==> src/hdl/ama_pkg.sv <==
// Shared definitions for the moving average block: parameter defaults and the
// status bundle of the serial divider. No dependencies.
`default_nettype none
package ama_pkg;

  localparam int DEF_WINDOW      = 32;
  localparam int DEF_SAMPLE_BITS = 10;

  // Divider status as seen by the controller.
  typedef struct packed {
    logic busy;
    logic done;
  } div_stat_t;

endpackage
`default_nettype wire

==> src/hdl/ama_div.sv <==
// Restoring divider, one quotient bit per cycle, for the moving average block.
// Depends on ama_pkg for the status bundle.
`default_nettype none
module ama_div #(
  parameter int NUM_BITS = 15,
  parameter int DEN_BITS = 6
) (
  input  logic                  clk,
  input  logic                  rst,
  input  logic                  start,
  input  logic [NUM_BITS-1:0]   num,
  input  logic [DEN_BITS-1:0]   den,
  output logic [NUM_BITS-1:0]   quot,
  output ama_pkg::div_stat_t    stat
);
  import ama_pkg::*;

  localparam int CNT_BITS = $clog2(NUM_BITS + 1);

  logic [NUM_BITS-1:0] q;
  logic [DEN_BITS-1:0] rem;
  logic [DEN_BITS-1:0] dsr;
  logic [CNT_BITS-1:0] cnt;
  logic                busy;
  logic                done;

  logic [DEN_BITS:0]   trial;
  logic                fits;
  logic [DEN_BITS:0]   diff;

  // Bring down the next dividend bit and try the subtraction.
  always_comb begin
    trial = {rem, q[NUM_BITS-1]};
    fits  = trial >= {1'b0, dsr};
    diff  = trial - {1'b0, dsr};
  end

  always_ff @(posedge clk) begin
    if (rst) begin
      busy <= 1'b0;
      done <= 1'b0;
      cnt  <= '0;
    end else begin
      done <= 1'b0;
      if (start) begin
        busy <= 1'b1;
        cnt  <= CNT_BITS'(NUM_BITS);
      end else if (busy) begin
        cnt <= cnt - 1'b1;
        if (cnt == CNT_BITS'(1)) begin
          busy <= 1'b0;
          done <= 1'b1;
        end
      end
    end
  end

  // Dividend and quotient share one shift register.
  always_ff @(posedge clk) begin
    if (start) begin
      q   <= num;
      rem <= '0;
      dsr <= den;
    end else if (busy) begin
      q   <= {q[NUM_BITS-2:0], fits};
      rem <= fits ? diff[DEN_BITS-1:0] : trial[DEN_BITS-1:0];
    end
  end

  assign quot      = q;
  assign stat.busy = busy;
  assign stat.done = done;

endmodule
`default_nettype wire

==> src/hdl/adc_moving_average_with_warmup.sv <==
// Top level of the converter moving average with warm-up.
// Depends on ama_pkg and the serial divider ama_div.
`default_nettype none
// Boxcar average of the last WINDOW samples. Until WINDOW samples have been
// taken, the result is the mean of the samples seen so far; division
// truncates. One item is in work at a time: after the item is taken, the
// ring read and sum update come first, then the bit-serial divider, which
// produces one quotient bit per cycle over the SUM_BITS-bit running sum,
// then its done flag. The next item is taken in the cycle after the result is
// loaded at the earliest, and a finished quotient that waits behind a stalled
// result holds it off further. The result register parts the two sides, so a
// new item is taken while a result still waits.
module adc_moving_average_with_warmup #(
  parameter int WINDOW      = ama_pkg::DEF_WINDOW,
  parameter int SAMPLE_BITS = ama_pkg::DEF_SAMPLE_BITS
) (
  input  logic                   clk,
  input  logic                   rst,
  input  logic                   in_valid,
  output logic                   in_stall,
  input  logic [SAMPLE_BITS-1:0] sample,
  output logic                   out_valid,
  input  logic                   out_stall,
  output logic [SAMPLE_BITS-1:0] average
);
  import ama_pkg::*;

  localparam int POS_BITS   = (WINDOW > 1) ? $clog2(WINDOW) : 1;
  localparam int SUM_BITS   = SAMPLE_BITS + POS_BITS;
  localparam int DEN_BITS   = POS_BITS + 1;
  localparam int MAX_SAMPLE = (1 << SAMPLE_BITS) - 1;

  typedef enum logic [3:0] {
    ST_IDLE   = 4'b0001,
    ST_UPDATE = 4'b0010,
    ST_DIV    = 4'b0100,
    ST_LOAD   = 4'b1000
  } state_t;

  state_t state;
  state_t state_next;

  logic [SAMPLE_BITS-1:0] ring [WINDOW];
  logic [SAMPLE_BITS-1:0] old_sample;
  logic [SAMPLE_BITS-1:0] new_sample;
  logic [SUM_BITS-1:0]    running_sum;
  logic [SUM_BITS-1:0]    running_sum_next;
  logic [POS_BITS-1:0]    pos;
  logic                   warming_up;
  logic [DEN_BITS-1:0]    divisor;

  logic                   div_start;
  logic [SUM_BITS-1:0]    quot;
  div_stat_t              div_stat;

  logic                   in_take;
  logic                   out_room;
  logic                   out_load;
  logic                   last_slot;

  assign in_stall  = (state != ST_IDLE);
  assign in_take   = in_valid && !in_stall;
  assign out_room  = !out_valid || !out_stall;
  assign last_slot = (pos == POS_BITS'(WINDOW - 1));
  assign div_start = (state == ST_UPDATE);

  always_comb begin
    running_sum_next = running_sum + SUM_BITS'(new_sample);
    if (!warming_up) begin
      running_sum_next = running_sum_next - SUM_BITS'(old_sample);
    end
    divisor = warming_up ? (DEN_BITS'(pos) + 1'b1) : DEN_BITS'(WINDOW);
  end

  always_comb begin
    state_next = state;
    out_load   = 1'b0;
    case (state)
      ST_IDLE: begin
        if (in_take) state_next = ST_UPDATE;
      end
      ST_UPDATE: begin
        state_next = ST_DIV;
      end
      ST_DIV: begin
        if (div_stat.done) begin
          if (out_room) begin
            out_load   = 1'b1;
            state_next = ST_IDLE;
          end else begin
            state_next = ST_LOAD;
          end
        end
      end
      ST_LOAD: begin
        if (out_room) begin
          out_load   = 1'b1;
          state_next = ST_IDLE;
        end
      end
      default: begin
        state_next = ST_IDLE;
      end
    endcase
  end

  always_ff @(posedge clk) begin
    if (rst) begin
      state       <= ST_IDLE;
      running_sum <= '0;
      pos         <= '0;
      warming_up  <= 1'b1;
      out_valid   <= 1'b0;
    end else begin
      state <= state_next;
      if (state == ST_UPDATE) begin
        running_sum <= running_sum_next;
        pos         <= last_slot ? '0 : pos + 1'b1;
        if (last_slot) warming_up <= 1'b0;
      end
      if (out_load) begin
        out_valid <= 1'b1;
      end else if (!out_stall) begin
        out_valid <= 1'b0;
      end
    end
  end

  // Ring memory: read the oldest item on acceptance, replace it in the following cycle.
  always_ff @(posedge clk) begin
    if (in_take) begin
      old_sample <= ring[pos];
      new_sample <= sample;
    end
    if (state == ST_UPDATE) begin
      ring[pos] <= new_sample;
    end
  end

  always_ff @(posedge clk) begin
    if (out_load) average <= quot[SAMPLE_BITS-1:0];
  end

  ama_div #(
    .NUM_BITS(SUM_BITS),
    .DEN_BITS(DEN_BITS)
  ) u_div (
    .clk  (clk),
    .rst  (rst),
    .start(div_start),
    .num  (running_sum_next),
    .den  (divisor),
    .quot (quot),
    .stat (div_stat)
  );

  a_take_update: assert property (@(posedge clk) disable iff (rst)
    in_take |=> state == ST_UPDATE)
    else $error("accepted item did not move to update");

  a_warm_stays_off: assert property (@(posedge clk) disable iff (rst)
    !warming_up |=> !warming_up)
    else $error("warm-up flag set again after the ring filled");

  a_warm_sum_bound: assert property (@(posedge clk) disable iff (rst)
    warming_up |-> 32'(running_sum) <= 32'(pos) * 32'(MAX_SAMPLE))
    else $error("running sum exceeds the samples seen during warm-up");

  a_sum_bound: assert property (@(posedge clk) disable iff (rst)
    32'(running_sum) <= 32'(WINDOW) * 32'(MAX_SAMPLE))
    else $error("running sum exceeds a full window");

  a_div_no_restart: assert property (@(posedge clk) disable iff (rst)
    div_start |-> !div_stat.busy)
    else $error("divider started while busy");

endmodule
`default_nettype wire
==> config.mk <==
export PLATFORM = sky130hd
export DESIGN_NAME = adc_moving_average_with_warmup
export DESIGN_NICKNAME = d
export VERILOG_FILES = /design/src/hdl/ama_pkg.sv /design/src/hdl/ama_div.sv /design/src/hdl/adc_moving_average_with_warmup.sv
export SDC_FILE = /design/constraint.sdc
export NUM_CORES = 1
export LEC_CHECK = 0
export ABC_AREA = 1
export BUFFER_PORTS_ARGS = -buffer_cell sky130_fd_sc_hd__clkbuf_2
export CELL_PAD_IN_SITES_DETAIL_PLACEMENT = 0
export CELL_PAD_IN_SITES_GLOBAL_PLACEMENT = 1
export CORE_MARGIN = 5
export CORE_UTILIZATION = 55
export CTS_CLUSTER_SIZE = 40
export DETAILED_ROUTE_END_ITERATION = 16
export MAX_ROUTING_LAYER = met4
export PLACE_DENSITY_LB_ADDON = 0.1
export SETUP_SLACK_MARGIN = 0.3
export SYNTH_ARGS = -nofsm -noshare
export SYNTH_HDL_FRONTEND = slang
export SYNTH_SLANG_ARGS = --single-unit
==> constraint.sdc <==
create_clock -name clk -period 5.15 [get_ports clk]
set_input_delay 0.515 -clock clk [delete_from_list [all_inputs] [get_ports clk]]
set_output_delay 0.515 -clock clk [all_outputs]
set_load 0.02 [all_outputs]
# After elaboration in Yosys (flattened, before gate mapping)
# Memory sizes are Yosys's and may differ from the RTL's. A register that Yosys moved wholly into a read port is not among the register bits.
# Cells that the tools add are included.
[word_totals]
ff_bits = 79
ram_bits = 320
out_inout_bits = 12
wordCells = 65
memories = 1
[mem_list]
columns = ["name", "words", "word_bits", "rd", "rd_clocked_by_memory_dff", "write_ports", "line_no", "text"]
rows = [
  ["ring", 32, 10, 1, 1, 1, "adc_moving_average_with_warmup.sv:43", "logic [SAMPLE_BITS-1:0] ring [WINDOW];"],
]
[classes]
add_sub_neg = 6
order_cmp = 1
eq_ne = 11
n_mux = 23
bitwise = 1
n_reduce_logical = 9
[ops]
columns = ["cell", "n"]
rows = [
  ["two-way mux 15 bit", 3],
  ["two-way mux 4 bit", 6],
  ["one-hot mux 4 bit (4 select lines)", 1],
  ["adder 15 x 10 -> 15 bit", 1],
  ["subtractor 15 x 10 -> 15 bit", 1],
  ["two-way mux 1 bit", 10],
  ["== test 4 x 1 -> 1 bit (second input constant)", 2],
  [">= comparator 7 x 6 -> 1 bit", 1],
  ["adder 5 x 1 -> 6 bit (second input constant)", 1],
  ["two-way mux 6 bit", 1],
  ["subtractor 6 bit", 1],
  ["adder 5 x 1 -> 5 bit (second input constant)", 1],
  ["== test 5 bit (second input constant)", 1],
  ["two-way mux 5 bit", 1],
  ["== test 4 x 2 -> 1 bit (second input constant)", 1],
  ["== test 4 x 3 -> 1 bit (second input constant)", 1],
  ["== test 4 bit (second input constant)", 1],
  ["!= test 2 x 1 -> 1 bit (second input constant)", 2],
  ["!= test 2 bit (second input constant)", 2],
  ["!= test 4 x 1 -> 1 bit (second input constant)", 1],
  ["subtractor 4 x 1 -> 4 bit (second input constant)", 1],
  ["logical NOT 1 bit", 3],
  ["AND reduction 3 bit", 1],
  ["OR reduction 3 bit", 1],
  ["other kinds (6)", 6],
]

# Depth between registers and ports, before layout
[depth]
ltp_word = 6
mapped_depth = 22
ltp_nobuf = 22

# By module
# Synthesis repeated with hierarchy kept, for this count alone.
[hier_totals]
hier_cells = 1572
area_unflattened_um2 = 17654.4
[by_module_without_submodules]
columns = ["module", "instances", "cells_each", "area_each_um2"]
rows = [
  ["adc_moving_average_with_warmup", 1, 1370, 15915.3],
  ["ama_div", 1, 202, 1739.2],
]

# Least setup slack after synthesis
# OpenSTA, ideal clock, no wires.
[synth_path]
path_type = "flip-flop to flip-flop"
start = "register new_sample[0]"
end = "register u_div.q[9] (netlist: u_div.quot[9]), data pin"
setup_time_ns = 0.253
arrival_time_ns = 3.253
required_ns = 4.897
slack_ns = 1.644
stages_incl_launch_ff = 22
n_path_buf = 0
synth_period_minus_slack_ns = 3.506
path_cell_list = "edfxtp_1 > ha_1 > fa_1 > nand3_1 > nand3_2 > a21oi_1 > inv_1 > or2_2 > nand2_1 > inv_1 > ha_1 > nand2_1 > nor2_1 > nand3_1 > nand3_1 > nand2_1 > inv_1 > nor2_1 > o21ai_0 > nand2_1 > nand2_2 > nand2_1"
[synth_between]
elab_chain_len = 4
[synth_lines]
columns = ["element", "line_no", "text"]
rows = [
  ["from (decl)", "adc_moving_average_with_warmup.sv:45", "logic [SAMPLE_BITS-1:0] new_sample;"],
  ["from (signal assigned)", "adc_moving_average_with_warmup.sv:133", "new_sample <= sample;"],
  ["adder 15 x 10 -> 15 bit *", "adc_moving_average_with_warmup.sv:68", "running_sum_next = running_sum + SUM_BITS'(new_sample);"],
  ["subtractor 15 x 10 -> 15 bit", "adc_moving_average_with_warmup.sv:70", "running_sum_next = running_sum_next - SUM_BITS'(old_sample);"],
  ["two-way mux 15 bit *", "adc_moving_average_with_warmup.sv:69", "if (!warming_up) begin"],
  ["two-way mux 15 bit *", "ama_div.sv:60", "if (start) begin"],
  ["to (signal assigned)", "ama_div.sv:61", "q <= num;"],
  ["to (signal assigned)", "ama_div.sv:65", "q <= {q[NUM_BITS-2:0], fits};"],
  ["to (decl)", "ama_div.sv:20", "logic [NUM_BITS-1:0] q;"],
]
# Every way passes the cells marked *; elsewhere a longest branch is shown, timed or not.
# A chain may end at the register's enable or synchronous reset.

# Worst setup path in the final report
[layout_path]
start = "register new_sample[1]"
end = "register u_div.q[9] (netlist: u_div.quot[9]), data pin"
# The elaborated chain is that of the path after synthesis.

==> run_results.csv <==
group,metric,value,unit
critical_path,path_common_cell,"nand2_1",
critical_path,cp_data_arrival_time,4.15,ns
placed_design,dp_cells,1877,
synthesis,yosys.area_share.simple,0.124,
placed_design,place.port_buffers,25,
timing,setup_tns,0,ns
final_layout,fin_util,0.617,
timing,timing.hold.ws,0.150,ns
timing,maxSlewViolCount,0,
floorplanning,die_w,188,um
power,powerDensity,397,nW/um2
power,power,7.71,mW
final_layout,fin_cells,1957,
global_routing,grt_pass1_vias,10600,
timing,period_needed,3.85,ns
final_layout,multi_input_area,4870,um2
route,post_drt_via_cell_ratio,5.74,
critical_path,timing.critical_path.to_type,"flop",
floorplanning,rows,65,
clocking,clock_path_buffers,3,
timing,hold_violations,0,
floorplanning,initial_utilization,0.555,
synthesis,synth_fp_nets,1552,
route,wl_per_cell,20.2,um
route,routed_wl,39.4,mm
clocking,clk_pin_slew_worst_paths,0.06,ns
critical_path,worstSetupPathType,"reg2reg",
synthesis,synth_compound_area_frac,0.117,
placed_design,place.gp.congestion,0.795,
final_layout,seq_area,11900,um2
clocking,cts.sinks,409,
synthesis,ys_ff_latch,409,
flow_run,cap_violations,0,
floorplanning,core,31500,um2
route,postRouteAntennaNets,0,
route,drt_iter0_markers,948,
synthesis,synthMuxAreaShare,0.000645,
critical_path,crit_required,5.44,ns
timing,rsz0062_at_grt,"no",
critical_path,critical-path-top-delay-family,"simple AND/OR/NAND/NOR gates",
timing,post-route-period-util,0.748,
timing,max_freq,259,MHz
timing,setup_ws,1.30,ns
timing,tightestPinTransition,1.11,ns
route,drc,0,
synthesis,ys.flop_type,"edfxtp_1",
synthesis,synth-edff-count,371,
placed_design,dp_hpwl,23.5,mm
clocking,cts-resized-gates,0,
critical_path,path_max_fanout,34,
floorplanning,die_area,35400,um2
clocking,postCtsSetupBuffers,0,
final_layout,diodes,0,
final_layout,n_fill_cell,2517,
floorplanning,ios,26,
synthesis,yosys.area_share.xor_xnor,0.00953,
synthesis,ys_async_sr_fraction,0,
route,dr.pass1.iters,6,
clocking,numCtsBuffers,43,
placed_design,dpl-instance-area,17900,um2
final_layout,final_area,19400,um2
worst_hold_path,hold_class,"in2reg",
synthesis,ys_types,49,
power,vdd_drop_max,261,uV
global_routing,overflow,0,
critical_path,crit_chain,"fa_1 > nand3_1 > nand3_2 > a21oi_1 > inv_1 > or2_2 > nand2_1 > inv_1 > ha_1 > nand2_1 > nor2_1 > nand3_1 > nand3_1 > nand2_1 > inv_1 > nor2_1 > o21ai_0 > nand2_1 > nand2_2 > nand2_1",
critical_path,crit_path_start_kind,"flop",
final_layout,area_delta_synth_final,11.2,%
placed_design,place_ws,1.29,ns
timing,setup_viol_count_final,0,
synthesis,seq_area_frac_synth,0.682,
critical_path,slowest_stage,"edfxtp_1",
global_routing,antenna_found_initial,0,
clocking,cts_tree,"done",
synthesis,synthAdderAreaFrac,0.0271,
timing,skew,0.0243,ns
final_layout,final_nets,1570,
global_routing,grt_max_degree,110,
global_routing,grt_pass1_wl,61.3,mm
clocking,clk_latency,0.56,ns
synthesis,syn_area_per_cell,11.6,um2
global_routing,grt_use_total,0.227,
final_layout,drive_gt1_frac,0.101,
floorplanning,die_y,188,um
timing,slew_headroom,0.259,
run_status,status,"completed",
clocking,cts_root_buf,"clkbuf_16",
synthesis,synth_cells,1502,
synthesis,ys.warnings.count,0,
clocking,cts_max_level,2,
synthesis,syn_area,17500,um2
synthesis,synth_top_family_by_area,"simple AND/OR/NAND/NOR gates",
clocking,cts_hold_buf,0,
critical_path,path_buf_inv,3,
power,p_leak,7.01,nW
route,detailroute.via_count,11200,
critical_path,slowest_delay,0.82,ns
[registers in the layout, summed over array words and instances (netlist names)]
name,count
out_valid,1
u_div.done,1
ring,320
old_sample,10
running_sum,15
pos,5
average,10
u_div.quot,15
new_sample,10
u_div.rem,6
u_div.cnt,4
u_div.dsr,6
state,4
warming_up,1
u_div.busy,1
[cell type report]
type / instances / share of cell area
inverter: 98 / 0.0191
multi-input combinational: 924 / 0.251
clock inverter: 25 / 0.0169
timing repair buffer: 44 / 0.0138
sequential: 409 / 0.613
tap: 402 / 0.0259
clock buffer: 55 / 0.0599
[metal layers]
layer / track usage / share of wire / vias to the layer above
met2: 0.362 / 0.48 / 306
met5: - / 0 / -
li1: - / - / 5427
met1: 0.316 / 0.45 / 5440
met4: 0.0590 / 0.023 / 0
met3: 0.0267 / 0.051 / 63
[Yosys cell counts, types with 8 or more instances]
cell type / number / area share
nand4_1: 11 / 0.0039
dfxtp_1: 38 / 0.044
nand3_2: 8 / 0.0046
ha_1: 33 / 0.024
inv_1: 88 / 0.019
a21oi_1: 39 / 0.011
nand2_2: 15 / 0.0054
edfxtp_1: 371 / 0.64
o21ai_0: 174 / 0.050
clkbuf_1: 45 / 0.0097
a22o_1: 8 / 0.0040
o22ai_1: 83 / 0.030
nand2_1: 202 / 0.043
nor3_1: 8 / 0.0023
nand3_1: 30 / 0.0086
nor2_1: 229 / 0.049
xor2_1: 14 / 0.0070
a221oi_1: 20 / 0.010
buf_2: 17 / 0.0049
[path summary, 6_finish.rpt]
path | start | end | slack, ns | cells past startpoint
worst max-delay path | new_sample[1] | u_div.quot[9] | 1.30 | 20
worst min-delay path | sample[6] | new_sample[6] | 0.15 | 1
worst min register to register | u_div.quot[4] | average[4] | 0.45 | 0
worst max register to register | new_sample[1] | u_div.quot[9] | 1.30 | 20
[cell families (layout without fill, tap and decap cells)]
| kind of cell | after synthesis | after routing |
|---|---|---|
| AOI/OAI and AO/OA | 352 | 352 |
| xor gates and xnor gates | 19 | 19 |
| and+or+nand+nor | 516 | 516 |
| muxes | 1 | 1 |
| adders and majority gates | 36 | 36 |
| DFF | 409 | 409 |
| buffers and inverters | 169 | 222 |
[layout by cell type, fill, tap and decap left out, drive strengths merged]
master and n:
nor4 1, xor2 14, xnor2 5, edfxtp 371, o211ai 4, a211oi 1, mux2 1, dfxtp 38
inv 96, o22ai 83, buf 19, o21ai 180, a22oi 1, nand2 219, clkbuf 80, a21oi 43
ha 33, clkinv 20, fa 3, bufinv 7, a31oi 1, o2111ai 1, nor3 10, nand3 38
nor2 234, nand4 11, o221ai 1, a21boi 4, o21bai 3, or2 3, a32o 2, a22o 8
a221oi 20
[worst reg2reg max path, cell delays in order, from the launching register on]
cell and delay, ns:
edfxtp_1 0.82, fa_1 0.66, nand3_1 0.12, nand3_2 0.11, a21oi_1 0.14, inv_1 0.06
or2_2 0.26, nand2_1 0.08, inv_1 0.05, ha_1 0.33, nand2_1 0.09, nor2_1 0.14
nand3_1 0.09, nand3_1 0.11, nand2_1 0.11, inv_1 0.09, nor2_1 0.04, o21ai_0 0.10
nand2_1 0.08, nand2_2 0.07, nand2_1 0.05
[power by group]
part	total (mW)	switching (mW)	leakage [nW]	internal, mW
registers	3.79	0.0486	3.66	3.74
logic	0.701	0.483	2.62	0.219
clock network	3.22	1.26	0.726	1.96
Note: power is estimated with default switching activity, not from simulation.
